--- config.mk ---
export PLATFORM = sky130hd
export DESIGN_NAME = fae_queue
export DESIGN_NICKNAME = d
export VERILOG_FILES = /design/src/fae_pkg.sv /design/src/fae_queue.sv
export SDC_FILE = /design/constraint.sdc
export NUM_CORES = 1
export LEC_CHECK = 0
export BUFFER_PORTS_ARGS = -buffer_cell sky130_fd_sc_hd__buf_2
export CORE_AREA = 2 2 110 112
export CTS_CLUSTER_SIZE = 28
export DETAILED_ROUTE_END_ITERATION = 7
export DIE_AREA = 0 0 112 114
export GPL_TIMING_DRIVEN = 0
export PLACE_DENSITY = 0.73
export SYNTH_ARGS = -nofsm -noshare
export SYNTH_HDL_FRONTEND = slang
export SYNTH_SLANG_ARGS = --single-unit
--- constraint.sdc ---
create_clock -name i_clk -period 6.3 [get_ports i_clk]
set_clock_uncertainty 0.15 [all_clocks]
set_input_delay 1.89 -clock i_clk [delete_from_list [all_inputs] [get_ports i_clk]]
set_output_delay 1.89 -clock i_clk [all_outputs]
set_load 0.01 [all_outputs]
--- src/fae_pkg.sv ---
// ----------------------------------------------------------------------------
// fae_pkg: shared types and constants for the FAT entry access block
// Operation, table kind and status codes, the request and result payloads,
// and the command word passed from the front end to the back end.
// ----------------------------------------------------------------------------
package fae_pkg;

    // Default geometry
    localparam int STORE_BYTES_DEF   = 8192;
    localparam int FIRST_CLUSTER_DEF = 2;

    // Widest byte address over the supported store sizes (up to 1 MiB)
    localparam int ADDR_MAX_W  = 20;
    localparam int CLUSTER_W   = 28;
    localparam int ENTRY_W     = 28;
    localparam int LOAD_ADDR_W = 13;

    typedef enum logic [1:0] {
        OP_READ  = 2'd0,
        OP_WRITE = 2'd1,
        OP_LOAD  = 2'd2,
        OP_CLEAR = 2'd3
    } t_op;

    typedef enum logic [1:0] {
        KIND_FAT12 = 2'd0,
        KIND_FAT16 = 2'd1,
        KIND_FAT32 = 2'd2,
        KIND_NONE  = 2'd3
    } t_kind;

    typedef enum logic [1:0] {
        ST_OK          = 2'd0,
        ST_BAD_CLUSTER = 2'd1,
        ST_BAD_KIND    = 2'd2
    } t_status;

    // Configuration register indexes (byte address bit 2)
    localparam logic REG_KIND  = 1'b0;
    localparam logic REG_COUNT = 1'b1;

    typedef struct packed {
        logic [1:0]             operation;
        logic [CLUSTER_W-1:0]   cluster;
        logic [ENTRY_W-1:0]     entry_in;
        logic [LOAD_ADDR_W-1:0] load_address;
        logic [7:0]             load_byte;
    } t_fae_req;

    typedef struct packed {
        logic [1:0]         status;
        logic [ENTRY_W-1:0] entry_out;
        logic               dirty;
    } t_fae_res;

    // Classified command: byte address of the entry or raw byte, new value
    typedef struct packed {
        t_op                   op;
        t_status               status;
        t_kind                 kind;
        logic                  odd;
        logic [ADDR_MAX_W-1:0] addr;
        logic [ENTRY_W-1:0]    value;
    } t_fae_cmd;

endpackage

--- src/fae_queue.sv ---
// ----------------------------------------------------------------------------
// fae_queue: two-entry command queue
// Decouples the classifier from the table back end.
// ----------------------------------------------------------------------------
module fae_queue
    import fae_pkg::*;
(
    input  logic     i_clk,
    input  logic     i_rst_n,
    input  logic     i_push,
    input  t_fae_cmd i_cmd,
    input  logic     i_pop,
    output t_fae_cmd o_head,
    output logic     o_avail,
    output logic     o_full
);

    t_fae_cmd   r_buf [2];
    logic       r_wr;
    logic       n_wr;
    logic       r_rd;
    logic       n_rd;
    logic [1:0] r_cnt;
    logic [1:0] n_cnt;

    assign o_head  = r_buf[r_rd];
    assign o_avail = (r_cnt != 2'd0);
    assign o_full  = (r_cnt == 2'd2);

    // Advance pointers and count
    always_comb begin
        n_wr  = r_wr ^ i_push;
        n_rd  = r_rd ^ i_pop;
        n_cnt = r_cnt + {1'b0, i_push} - {1'b0, i_pop};
    end

    always_ff @(posedge i_clk) begin
        if (!i_rst_n) begin
            r_wr  <= 1'b0;
            r_rd  <= 1'b0;
            r_cnt <= 2'd0;
        end else begin
            r_wr  <= n_wr;
            r_rd  <= n_rd;
            r_cnt <= n_cnt;
        end
    end

    // Hold the command payload
    always_ff @(posedge i_clk) begin
        if (i_push) begin
            r_buf[r_wr] <= i_cmd;
        end
    end

    a_no_overflow: assert property (@(posedge i_clk) disable iff (!i_rst_n)
        i_push |-> (r_cnt != 2'd2))
        else $error("command pushed into a full queue");

    a_no_underflow: assert property (@(posedge i_clk) disable iff (!i_rst_n)
        i_pop |-> (r_cnt != 2'd0))
        else $error("command popped from an empty queue");

endmodule

After elaboration in Yosys (flattened, before gate mapping)
Memories as Yosys holds them, arrays and structs flattened. A register that Yosys moved wholly into a read port is not among the register bits.
Cells that the tools add are included.
{ "word_totals": {"reg_bits": 4, "ram_bits": 110, "in_bits": 59, "output_inout_bits": 57, "wordCells": 13, "n_memories": 1} }
{ "classes": {"n_addsub": 2, "n_eq_ne": 1, "n_mux": 3, "bitwise_logic": 2, "reduce_logical": 1} }
{ "mem_list": {"columns": ["memory", "depth", "width", "rd", "rd_ports_with_merged_regs", "write_ports", "line", "source"], "rows": [
  ["r_buf", 2, 55, 1, 1, 1, "fae_queue.sv:18", "t_fae_cmd r_buf [2];"]
]} }
{ "op_table": {"columns": ["cell", "n"], "rows": [
  ["$mux W1", 3],
  ["$add A2 B1 Y2", 1],
  ["$eq A2 B2 Y1 const B", 1],
  ["$reduce_bool A2 Y1", 1],
  ["$sub A2 B1 Y2", 1],
  ["$xor A1 B1 Y1", 2]
]} }

Longest topological paths before layout
{ "logic_depth": {"ltp_word": 2, "ltp_mapped": 6, "mapped_depth_nobuf": 6} }

Worst setup path before layout
Ideal clock, no wire load.
{ "synth_timing": {"path_type": "input to register", "startpoint": "input i_push", "endpoint": "memory r_buf[0][0] in the netlist's numbering, enable pin", "setup_time_ps": 419, "t_arrival_ps": 3240, "required_time_ps": 5731, "slack_ps": 2491, "cell_stages": 1, "n_path_buf": 0, "cell_sequence": "ha_1"} }
{ "synth_via": {"elab_chain_len": 2} }
{ "synth_lines": {"columns": ["item", "line", "source"], "rows": [
  ["start: declaration", "fae_queue.sv:10", "input logic i_push,"],
  ["$mux W1", "fae_queue.sv:51", "if (i_push) begin"],
  ["$mux W1 (not written as such)", "fae_queue.sv:52", "r_buf[r_wr] <= i_cmd;"],
  ["end: declaration", "fae_queue.sv:18", null]
]} }
Every way passes these cells.

==> impl_metrics.py <==
metrics = {
    "floorplan": {
        "die_y_um": 114,
        "fp.dieW_um": 112,
        "ios": 116,
        "initial_core_util": 0.381,
        "fp-row-count": 40,
        "dieArea_sq_um": 12800,
        "core_sq_um": 11700,
    },
    "global_route": {
        "antenna_found_initial": 0,
        "grt_start_max_net_pins": 56,
        "grt_pass1_vias": 2247,
        "grt_pass1_wl_um": 11100,
        "track_usage": 0.117,
        "grt-ovfl-total": 0,
    },
    "status": {
        "run_status": "complete, no violations",
    },
    "final_layout": {
        "drive_gt1_frac": 0.612,
        "final_util": 0.496,
        "nets": 389,
        "antennaDiodeCount": 0,
        "area_growth_pct": 30.4,
        "final_cells": 485,
    },
    "route": {
        "wl_um": 7240,
        "drtPass1Iterations": 4,
        "routedWlPerCell_um": 14.9,
        "drc_errors": 0,
        "via_count": 2161,
        "postRouteAntennaNets": 0,
        "via_per_inst": 4.46,
        "drt_iter0_drc": 53,
    },
    "sta": {
        "max_slew.worst_pin.slew_ns": 0.809,
        "finalSetupTns_ns": 0,
        "finalSetupViolCount": 0,
        "grt_setup_unrepaired": "no",
        "period_minus_slack_ns": 3.58,
        "min_period_over_period": 0.569,
        "max_clock_freq_ghz": 0.279,
        "hold_viol": 0,
        "maxSlewViolCount": 0,
        "slew_headroom": 0.460,
        "layout_setup_ws_ns": 2.72,
        "whs_ns": 0.433,
    },
    "critical_path": {
        "required_ns": 4.26,
        "crit_arrival_ns": 1.54,
        "cp_max_fo": 10,
        "end_kind": "output pin",
        "path_class": "register to output pin",
        "worstSetupStartpointType": "register",
    },
    "power": {
        "power_density_nw_per_um2": 355,
        "ir_worst_vdd_uv": 141,
        "leakage_nw": 2.33,
    },
    "cts": {
        "cts_buffers": 17,
        "cts-hold-fix-buffers": 0,
        "clk_root_buffer_cell": "clkbuf_16",
        "cts_tree": "yes",
        "cts.sinks": 115,
        "htree_levels": 4,
        "insertion_delay_ns": 0.40,
        "post_cts_buffers": 0,
        "cts_max_path_buffers": 2,
        "cts.clk_slew.worst_paths_ns": 0.05,
        "cts_resized": 0,
    },
    "place": {
        "placed_cells_incl_taps": 454,
        "preCtsSetupSlack_ns": 2.96,
        "port_buffers": 115,
        "routabilityCongestion": 0.652,
        "place_hpwl_um": 4660,
    },
    "synthesis": {
        "syn-num-nets": 255,
        "ys_types": 13,
        "yosysSeqAreaShare": 0.763,
        "synth-seq-cells": 115,
        "syn_avg_cell_area_sq_um": 23.2,
        "yosysWarnings": 0,
        "netlist_area_sq_um": 4460,
        "syn-instance-count": 192,
    },
    "flow_run": {
        "cap_violations": 0,
    },
    "hold_path": {
        "hold_class": "register to register",
    },
}
-- state kept, by name (all words and copies together), names as in the netlist, named ones only --
register	count
r_rd	1
r_buf	110
r_wr	1
r_cnt	2
-- logic make-up (layout without fill, tap and decap cells) --
logic type	Yosys count	in the layout	share of synthesized area
buf+inv	9	155	0.0275
mux	55	55	0.181
simple gates	7	7	0.00982
flops	115	115	0.763
xor+xnor	2	2	0.00702
fa+ha+maj	4	4	0.0112
-- synthesized netlist by cell type --
library cell	number	share of area
and2_1	3	0.0042
buf_12	5	0.022
buf_6	1	0.0025
dfxtp_1	5	0.022
edfxtp_1	110	0.74
ha_1	4	0.011
inv_1	3	0.0025
mux2_2	5	0.013
mux2_4	50	0.17
nor2b_1	3	0.0042
or2_2	1	0.0014
xnor3_1	1	0.0051
xor2_1	1	0.0020
-- metal layers --
layer / vias up / routed length, um / track usage
met1: 1054 / 2850 / 0.123
met3: 13 / 425 / 0.0436
met2: 73 / 3820 / 0.202
met4: 0 / 141 / 0.0707
met5: - / 0 / 0
li1: 1021 / - / -
-- worst paths after layout --
path                                from      endpoint  slack, ns  depth (start not counted)
worst max-delay path            register    o_head[18]       2.72                          4
worst min-delay path                r_rd      register       0.43                          2
worst max register to register      r_wr  r_buf[0][30]       4.66                          2
worst min register to register      r_rd      register       0.43                          2
-- layout make-up --
type | count | area, sq um
Timing Repair Buffer | 115 | 576
Clock inverter | 13 | 143
Tap cell | 147 | 184
Clock buffer | 18 | 429
Inverter | 3 | 11.3
Multi-Input combinational cell | 68 | 957
Buffer | 6 | 111
Fill cell | 979 | 5900
Sequential cell | 115 | 3400
-- worst max-delay path, cell delays in order (launching register included) --
cell and delay [ns]:
dfxtp_1 0.32, buf_6 0.20, buf_12 0.17, mux2_4 0.30, buf_2 0.15
-- cells in the final DEF, fill, tap and decap left out --
| master | instances |
|---|---|
| buf_2 | 115 |
| edfxtp_1 | 110 |
| mux2_4 | 50 |
| clkbuf_16 | 17 |
| clkinv_2 | 6 |
| buf_12 | 5 |
| mux2_2 | 5 |
| dfxtp_1 | 5 |
| inv_1 | 3 |
| nor2b_1 | 3 |
| and2_1 | 3 |
| bufinv_16 | 3 |
| ha_1 | 2 |
| ha_4 | 2 |
| clkinv_1 | 2 |
| clkinvlp_4 | 2 |
| buf_6 | 1 |
| xor2_1 | 1 |
| or2_2 | 1 |
| xnor3_1 | 1 |
| clkbuf_1 | 1 |
-- metrics by stage --
step | power, mW | instance area (sq um)
2_1_floorplan | 1.07 | 4460
3_5_place_dp | 1.16 | 5240
4_1_cts | 2.09 | 5810
6_report | 2.06 | 5810
3_3_place_gp | 1.15 | 5220
5_1_grt | 2.14 | 5810
-- power by group --
group / leakage (nW) / total, mW / switching, mW / internal [mW]
registers: 1.07 / 0.907 / 0.0126 / 0.894
clock network: 0.280 / 0.925 / 0.314 / 0.610
logic: 0.975 / 0.233 / 0.106 / 0.127
total: 2.33 / 2.06 / 0.433 / 1.63
No activity file was read; power rests on OpenSTA's default activity.
