## config.mk

```make
export PLATFORM = sky130hd
export DESIGN_NAME = fae_front
export DESIGN_NICKNAME = d
export VERILOG_FILES = /design/src/fae_pkg.sv /design/src/fae_front.sv
export SDC_FILE = /design/constraint.sdc
export NUM_CORES = 1
export LEC_CHECK = 0
export BUFFER_PORTS_ARGS = -buffer_cell sky130_fd_sc_hd__buf_2
export CAP_MARGIN = 20
export CORE_MARGIN = 3
export CORE_UTILIZATION = 40
export DETAILED_ROUTE_END_ITERATION = 7
export GPL_ROUTABILITY_DRIVEN = 0
export PLACE_DENSITY_LB_ADDON = 0.05
export SLEW_MARGIN = 20
export SYNTH_ARGS = -nofsm -noshare
export SYNTH_HDL_FRONTEND = slang
export SYNTH_SLANG_ARGS = --single-unit
```

## constraint.sdc

```tcl
create_clock -name vclk -period 5.7
set_input_delay 1.14 -clock vclk [all_inputs]
set_output_delay 1.14 -clock vclk [all_outputs]
set_load 0.005 [all_outputs]
```

## src/fae_pkg.sv

```systemverilog
// ----------------------------------------------------------------------------
// fae_pkg: shared types and constants for the FAT entry access block
// Operation, table kind and status codes, the request and result payloads,
// and the command word passed from the front end to the back end.
// ----------------------------------------------------------------------------
package fae_pkg;

    // Default geometry
    localparam int STORE_BYTES_DEF   = 8192;
    localparam int FIRST_CLUSTER_DEF = 2;

    // Widest byte address over the supported store sizes (up to 1 MiB)
    localparam int ADDR_MAX_W  = 20;
    localparam int CLUSTER_W   = 28;
    localparam int ENTRY_W     = 28;
    localparam int LOAD_ADDR_W = 13;

    typedef enum logic [1:0] {
        OP_READ  = 2'd0,
        OP_WRITE = 2'd1,
        OP_LOAD  = 2'd2,
        OP_CLEAR = 2'd3
    } t_op;

    typedef enum logic [1:0] {
        KIND_FAT12 = 2'd0,
        KIND_FAT16 = 2'd1,
        KIND_FAT32 = 2'd2,
        KIND_NONE  = 2'd3
    } t_kind;

    typedef enum logic [1:0] {
        ST_OK          = 2'd0,
        ST_BAD_CLUSTER = 2'd1,
        ST_BAD_KIND    = 2'd2
    } t_status;

    // Configuration register indexes (byte address bit 2)
    localparam logic REG_KIND  = 1'b0;
    localparam logic REG_COUNT = 1'b1;

    typedef struct packed {
        logic [1:0]             operation;
        logic [CLUSTER_W-1:0]   cluster;
        logic [ENTRY_W-1:0]     entry_in;
        logic [LOAD_ADDR_W-1:0] load_address;
        logic [7:0]             load_byte;
    } t_fae_req;

    typedef struct packed {
        logic [1:0]         status;
        logic [ENTRY_W-1:0] entry_out;
        logic               dirty;
    } t_fae_res;

    // Classified command: byte address of the entry or raw byte, new value
    typedef struct packed {
        t_op                   op;
        t_status               status;
        t_kind                 kind;
        logic                  odd;
        logic [ADDR_MAX_W-1:0] addr;
        logic [ENTRY_W-1:0]    value;
    } t_fae_cmd;

endpackage

```

## src/fae_front.sv

```systemverilog
// ----------------------------------------------------------------------------
// fae_front: request classifier
// Checks the cluster range and table kind, works out the byte offset of the
// entry and whether it fits in the store, and builds the command word.
// ----------------------------------------------------------------------------
module fae_front
    import fae_pkg::*;
#(
    parameter int STORE_BYTES   = STORE_BYTES_DEF,
    parameter int FIRST_CLUSTER = FIRST_CLUSTER_DEF
) (
    input  t_fae_req             i_req,
    input  t_kind                i_kind,
    input  logic [CLUSTER_W-1:0] i_cluster_count,
    output t_fae_cmd             o_cmd
);

    // Highest legal start offset for two- and four-byte entries
    localparam logic [30:0] LIM2     = 31'(STORE_BYTES - 2);
    localparam logic [30:0] LIM4     = 31'(STORE_BYTES - 4);
    localparam logic [30:0] LOAD_LIM = 31'(STORE_BYTES);

    logic [CLUSTER_W:0]   hi_bound;
    logic                 in_range;
    logic [CLUSTER_W+1:0] c3;
    logic [CLUSTER_W+1:0] off;
    logic                 past_end;
    t_status              status;

    // Range check: FIRST_CLUSTER <= cluster < FIRST_CLUSTER + count
    assign hi_bound = (CLUSTER_W+1)'(FIRST_CLUSTER) + {1'b0, i_cluster_count};
    assign in_range = (i_req.cluster >= CLUSTER_W'(FIRST_CLUSTER)) &&
                      ({1'b0, i_req.cluster} < hi_bound);

    // cluster * 3 for the packed 12-bit layout
    assign c3 = {2'b00, i_req.cluster} + {1'b0, i_req.cluster, 1'b0};

    // Entry offset and store bound per table kind
    always_comb begin
        case (i_kind)
            KIND_FAT12: begin
                off      = {1'b0, c3[CLUSTER_W+1:1]};
                past_end = {1'b0, off} > LIM2;
            end
            KIND_FAT16: begin
                off      = {1'b0, i_req.cluster, 1'b0};
                past_end = {1'b0, off} > LIM2;
            end
            KIND_FAT32: begin
                off      = {i_req.cluster, 2'b00};
                past_end = {1'b0, off} > LIM4;
            end
            default: begin
                off      = '0;
                past_end = 1'b0;
            end
        endcase
    end

    // Status by operation; range check comes before the kind check
    always_comb begin
        case (t_op'(i_req.operation))
            OP_READ, OP_WRITE: begin
                if (!in_range) begin
                    status = ST_BAD_CLUSTER;
                end else if (i_kind == KIND_NONE) begin
                    status = ST_BAD_KIND;
                end else if (past_end) begin
                    status = ST_BAD_CLUSTER;
                end else begin
                    status = ST_OK;
                end
            end
            OP_LOAD: begin
                if ({18'b0, i_req.load_address} >= LOAD_LIM) begin
                    status = ST_BAD_CLUSTER;
                end else begin
                    status = ST_OK;
                end
            end
            default: begin
                status = ST_OK;
            end
        endcase
    end

    // Build the command word
    always_comb begin
        o_cmd.op     = t_op'(i_req.operation);
        o_cmd.status = status;
        o_cmd.kind   = i_kind;
        o_cmd.odd    = i_req.cluster[0];
        if (t_op'(i_req.operation) == OP_LOAD) begin
            o_cmd.addr  = ADDR_MAX_W'(i_req.load_address);
            o_cmd.value = ENTRY_W'(i_req.load_byte);
        end else begin
            o_cmd.addr  = off[ADDR_MAX_W-1:0];
            o_cmd.value = i_req.entry_in;
        end
    end

endmodule

```

; After elaboration in Yosys (flattened, before gate mapping)
; Index checks and enable logic that the tools add are counted.
[totals]
output_inout_bits = 55
inputBits = 109
reg_bits = 0
elab_cells = 23
[op_classes]
n_mux = 7
addsub = 2
magnitude_cmp = 5
eq_ne = 5
n_reduce_logical = 4
[ops]
columns = cell, count
row1 = $pmux 20 s3, 1
row2 = $gt 29x13->1 const B, 2
row3 = $mux 48, 1
row4 = $add 28x29->30, 1
row5 = $gt 30x13->1 const B, 1
row6 = $add 2x28->29 const A, 1
row7 = $lt 28x29->1, 1
row8 = $ge 28x2->1 const B, 1
row9 = $eq 2x2->1 const B, 3
row10 = $mux 2, 3
row11 = $eq 2x1->1 const B, 2
row12 = $logic_not 2->1, 2
row13 = $pmux 1 s3, 1
row14 = $reduce_or 2->1, 1
row15 = $logic_and 1x1->1, 1
row16 = $mux 1, 1

; Depth between registers and ports, before layout
; Gate-level depths: netlist of run 1.
[logic_depth]
ltp_word = 7
depth_mapped = 19
depth_no_buf = 19

; Worst setup path after synthesis of run 1
; OpenSTA, ideal clock, no wires.
[synth_timing]
path_type = input to output
start = in i_cluster_count[7]
end = out o_cmd[51] (netlist name)
arrival_ps = 4168
n_path_buf = 0
slack_ps = 392
cell_stages = 18
t_required_ps = 4560
path_cell_list = and3_1 nand3_1 or2_2 nor2_1 and2_1 nand3_1 xor2_1 ha_1 nand4_1 nor3_1 inv_1 o311ai_0 a21oi_1 a311o_1 nand4_1 nor3_1 nor4bb_1 a311oi_1
[synth_lines]
columns = item, line_no
row1 = "start, declared", fae_front.sv:14  ; input logic [CLUSTER_W-1:0] i_cluster_count,
row2 = "end, declared", fae_front.sv:15  ; output t_fae_cmd o_cmd

==> flow_summary.ini, run 1 <==
[power_and_ir_drop]
p_switching_uw = 256
peakVddDrop_v = 0.0000575
cellPowerDensity_nw_per_um2 = 88.6
p_clk_share_pct = 0
intPower_uw = 195
pwr-share-comb_pct = 100.0
power_leakage_uw = 0.00258
p_sw_share_pct = 56.7
p_seq_share_pct = 0

[timing]
fin_ws_ns = 0.0141
drv_slew = 0
setup_violations = 0
clock.fmax_ghz = 0.176
rsz0062_at_grt = true
finalHoldViolCount = 0
slew_headroom_pct = 57.9
post-route-min-period_ns = 5.69
finalCritPeriodShare_pct = 99.8
worst_pin_slew_ns = 0.631

[critical_path]
setup.worst_path.start = i_cluster_count[11]
worstSetupStartpointType = primary input
critPathArrivalTime_ns = 4.55
worst-path-buf-inv = 3
cp.depth = 21
crit_type = in -> out
crit_family = simple AND/OR/NAND/NOR gates
worstPathMaxFanout = 3
cp.required_ns = 4.56
worstPathCellList = buf_8, and3_4, nand4_1, nor3_1, buf_4, and2_4, nand3_4, nor2_4, nand2_1, xor2_1, ha_1, a21o_1, nor4_2, o311ai_1, a21oi_1, a311o_1, nand4_1, nor3_2, nor4bb_4, a311oi_2, buf_2
critPathSlowestCell = ha_1
slowest_delay_ns = 0.32
crit_path_frequent_cell = nand4_1
worstSetupEndpoint = o_cmd[51]
endpoint_kind = primary output

[floorplanning]
initial_core_util_pct = 41.4
rows = 35
io-pin-count = 164
die_w_um = 104
die-area_um2 = 10800
die_h_um = 104
core_area_um2 = 9280

[routing]
wl_um = 13500
drtIter0Drc = 193
ant_nets = 0
avgRoutedWirePerCell_um = 15.1
drc = 0
dr.pass1.iters = 7
via_per_inst = 5.37
vias = 4785

[global_route]
grt_max_degree = 49
gr-total-overflow = 0
grt_pass1_wl_um = 22000
grt_pass1_vias = 4659
antenna_found_initial = 0
grt_usage_pct = 23.5

[final_layout]
clock_buffers = 0
layout-drive-gt1-share_pct = 28.0
area_delta_synth_final_pct = 32.4
final_nets = 952
ff_latch_area_um2 = 0
antennaDiodeCount = 0
fin_util_pct = 54.8
seq_cells = 0

[synth]
synthCells = 591
synthesis.nets = 779
ys_seq_area_share_pct = 0
postSynthAreaPerCell_um2 = 6.50
syn-cell-area_um2 = 3840
synth_warnings = 0
ys_types = 57

[cts]
postCtsHoldBufs = 0

[run]
cap_violations = 0

[hold_path]
hold_path_class = in -> out

[placed_design]
preCtsSetupSlack_ns = -0.218
io_buffers = 164
dp_hpwl_um = 11500

[status]
status = complete, no violations
[power groups by stage]
stage               Sequential [uW]  Combinational (uW)  Clock, uW
floorplan                         0                 269          0
global placement                  0                 426          0
detailed placement                0                 433          0
CTS                               0                 440          0
global route                      0                 505          0
finish                            0                 451          0
[how the worst min path moves through the flow]
| stage | start | slack [ns] | end | depth (start not counted) |
|---|---|---|---|---|
| 2_1_floorplan | i_req[78] | 2.31 | o_cmd[51] | 1 |
| 3_5_place_dp | i_req[77] | 2.48 | o_cmd[53] | 2 |
| 5_1_grt | i_req[77] | 2.48 | o_cmd[53] | 2 |
| 3_3_place_gp | i_req[77] | 2.47 | o_cmd[53] | 2 |
| 6_report | i_req[77] | 2.48 | o_cmd[53] | 2 |
| 4_1_cts | i_req[77] | 2.48 | o_cmd[53] | 2 |
[placed cells by master (no fill, tap or decap), types with 3 or more instances in the layout]
cell / n
nand2b_1: 10
o21ai_1: 4
and2_1: 24
xnor2_1: 18
a211oi_1: 3
nand2_1: 88
ha_1: 76
a21boi_0: 4
a21oi_1: 69
xor2_1: 27
inv_1: 37
a21o_1: 13
buf_4: 29
o211ai_1: 6
mux2i_1: 3
nor3_1: 5
a31oi_1: 4
buf_2: 159
buf_6: 3
a22oi_1: 3
nor4_1: 5
o21ai_0: 31
o22ai_1: 3
nor2_1: 48
nand3_1: 16
o21a_1: 4
nand4_1: 13
and3_1: 5
[cell usage after synthesis, drive strengths merged (2+ instances only)]
cell,instances,area [um2]
a2bb2oi,2,17.5
xor2,27,236
and4,2,17.5
mux2i,3,30.0
and3,7,43.8
nor3,8,40.0
buf,5,37.5
a31oi,4,25.0
a21boi,4,30.0
nand3,19,95.1
o21ai,35,175
a41oi,2,17.5
a22oi,3,22.5
o211ai,6,45.0
o21a,4,30.0
inv,37,139
a21o,13,97.6
nor2,49,184
o22ai,3,18.8
nor3b,2,20.0
nand2b,10,62.6
ha,78,976
nand4,13,81.3
a311oi,5,67.6
a2111oi,2,23.8
and2,25,156
xnor2,18,158
nor2b,2,12.5
clkbuf,17,63.8
o31ai,2,15.0
a21oi,69,345
nor4,6,37.5
a211oi,3,22.5
nand2,88,330
[metal layers]
metal	GRT usage [%]	up-vias	part of all wire (%)
li1	-	2454	-
met1	30.1	2193	44
met2	44.3	126	51
met3	0.931	12	3.6
met4	3.13	0	1.5
met5	0	-	0
[cells by family (layout without fill, tap and decap cells)]
group	Yosys count	count (layout)	share of synthesized area [%]
AND/OR/NAND/NOR	237	237	29.4
XOR/XNOR	45	45	10.3
multiplexers	3	3	0.782
buffers and inverters	60	231	6.35
AO/OA/AOI/OAI	167	167	27.2
adder cells (fa/ha/maj)	79	79	25.9
[through the flow]
step | hold WS (ns) | instance area (um2) | TNS [ns] | power (uW) | cells
2_1_floorplan | 2.31 | 3840 | 0 | 269 | 591
5_1_grt | 2.48 | 5090 | -0.210 | 505 | 891
6_report | 2.48 | 5090 | 0 | 451 | 891
3_5_place_dp | 2.48 | 4890 | -0.218 | 433 | 884
4_1_cts | 2.48 | 4930 | 0 | 440 | 886
3_3_place_gp | 2.47 | 4890 | -0.0418 | 426 | 884
[repair_timing]
item,CTS,global route
setup buffers,2,5
gates resized for setup,8,24
pin swaps,9,14
endpoints found under the setup margin,1,2
[layout make-up]
type / instances / area (um2)
Fill cell: 969 / 4200
Inverter: 38 / 143
Multi-Input combinational cell: 531 / 3710
Tap cell: 129 / 161
Timing Repair Buffer: 193 / 1080
No activity file was read; power rests on OpenSTA's default activity.
==> run 2: changes to the inputs <==
- PLACE_DENSITY: default -> 0.69
- PLACE_DENSITY_LB_ADDON: 0.05 -> default
- SLEW_MARGIN: 20 -> default
==> flow_summary.ini, run 2 (synthesis results as in run 1) <==
[floorplanning]
initial_core_util_pct = 41.4
die-area_um2 = 10800
io-pin-count = 164
rows = 35
die_h_um = 104
die_w_um = 104
core_area_um2 = 9280

[routing]
route.met3.wl_um = 797
via_per_inst = 5.59
top_layer = met4
wl_um = 14400
drtIter0Drc = 229
dr.pass1.iters = 5
drc = 0
wl_met1_um = 5500
ant_nets = 0
avgRoutedWirePerCell_um = 16.3
vias = 4928
wl_met2_um = 7510

[critical_path]
worst-path-buf-inv = 2
critPathArrivalTime_ns = 4.56
cp.required_ns = 4.56
worstPathMaxFanout = 5
critPathSlowestCell = ha_1
cp.depth = 20
worstPathCellList = buf_4, and3_4, nand4_1, nor3_4, and2_4, nand3_4, nor2_4, nand2_2, xor2_2, ha_1, a21o_1, nor4_4, o311ai_2, a21oi_1, a311o_1, nand4_1, nor3_2, nor4bb_2, a311oi_1, buf_2
worstSetupStartpointType = primary input
crit_type = in -> out
crit_path_frequent_cell = nand4_1
endpoint_kind = primary output
crit_family = simple AND/OR/NAND/NOR gates
slowest_delay_ns = 0.30

[hold_path]
whs_endpoint = o_cmd[53]
whs_path_depth = 2
hp-start = i_req[77]
hold_path_class = in -> out

[timing]
clock.fmax_ghz = 0.176
slew_headroom_pct = 55.7
rsz0062_at_grt = true
finalCritPeriodShare_pct = 99.9
fin_tns_setup_ns = 0
finalHoldViolCount = 0
drv_slew = 0
whs_ns = 2.51
post-route-min-period_ns = 5.70
worst_pin_slew_ns = 0.665
setup_violations = 0

[power_and_ir_drop]
peakVddDrop_v = 0.0000439
p_clk_share_pct = 0
p_switching_uw = 263
power_leakage_uw = 0.00255
p_seq_share_pct = 0
intPower_uw = 193
pwr-share-comb_pct = 100.0
cellPowerDensity_nw_per_um2 = 90.1
p_sw_share_pct = 57.7

[status]
status = complete, no violations

[final_layout]
fill_cells = 949
area_delta_synth_final_pct = 31.6
layout_common_cells = buf_2 (159), nand2_1 (86), ha_1 (76)
multi_input_area_um2 = 3740
clock_buffers = 0
final_cell_area_um2 = 5050
ff_latch_area_um2 = 0
antennaDiodeCount = 0
final_nets = 943
layout_commonest_cell = buf_2
seq_cells = 0
layout-drive-gt1-share_pct = 27.9
fin_util_pct = 54.4

[global_route]
grt_usage_pct = 24.6
antenna_found_initial = 0
grt_pass1_wl_um = 22500
grt_max_degree = 41
gr-total-overflow = 0
grt_pass1_vias = 4705

[placed_design]
dp_hpwl_um = 12200
io_buffers = 164
place_area_um2 = 4830

[run]
cap_violations = 0

[cts]
postCtsHoldBufs = 0
[run 2: cell count changes in the layout (fill, tap and decap cells not counted), sizes merged]
| cell | change |
|---|---|
| buf | -9 |
[run 2: power groups by stage]
stage	Sequential [uW]	Combinational [uW]	Clock [uW]
5_1_grt	0	503	0
2_1_floorplan	0	269	0
3_3_place_gp	0	425	0
6_report	0	456	0
3_5_place_dp	0	434	0
4_1_cts	0	440	0
[run 2: timing repair]
action,in CTS,in global routing
setup endpoints to repair,1,2
resized for setup,7,34
pin swaps,6,19
buffers inserted,1,4
hold endpoints to repair,0,0
[run 2: area by class of cell]
| class | count | share of cell area [%] |
|---|---|---|
| Timing Repair Buffer | 184 | 19.9 |
| Inverter | 38 | 2.82 |
| Multi-Input combinational cell | 531 | 74.1 |
| Tap cell | 129 | 3.19 |
[run 2: how the worst max path moves through the flow]
stage | start | end | slack, ns
final | i_cluster_count[11] | o_cmd[51] | 0.004
after global routing | i_cluster_count[1] | o_cmd[51] | -0.19
after CTS | i_cluster_count[7] | o_cmd[51] | 0.003
after detailed placement | i_cluster_count[7] | o_cmd[51] | -0.18
after global placement | i_cluster_count[7] | o_cmd[51] | 0.05
after floorplan | i_cluster_count[7] | o_cmd[51] | 0.39
[run 2: through the flow]
stage	total power [uW]	setup slack (ns)	std cells
floorplan	269	0.392	591
global placement	425	0.0456	877
detailed placement	434	-0.180	877
CTS	440	0.00283	878
global route	503	-0.190	882
finish	456	0.00444	882
[run 2: routing by layer]
metal,GRT usage (%),up-vias
li1,-,2423
met3,2.79,34
met4,9.21,0
met1,26.7,2276
met5,0,-
met2,48.2,195
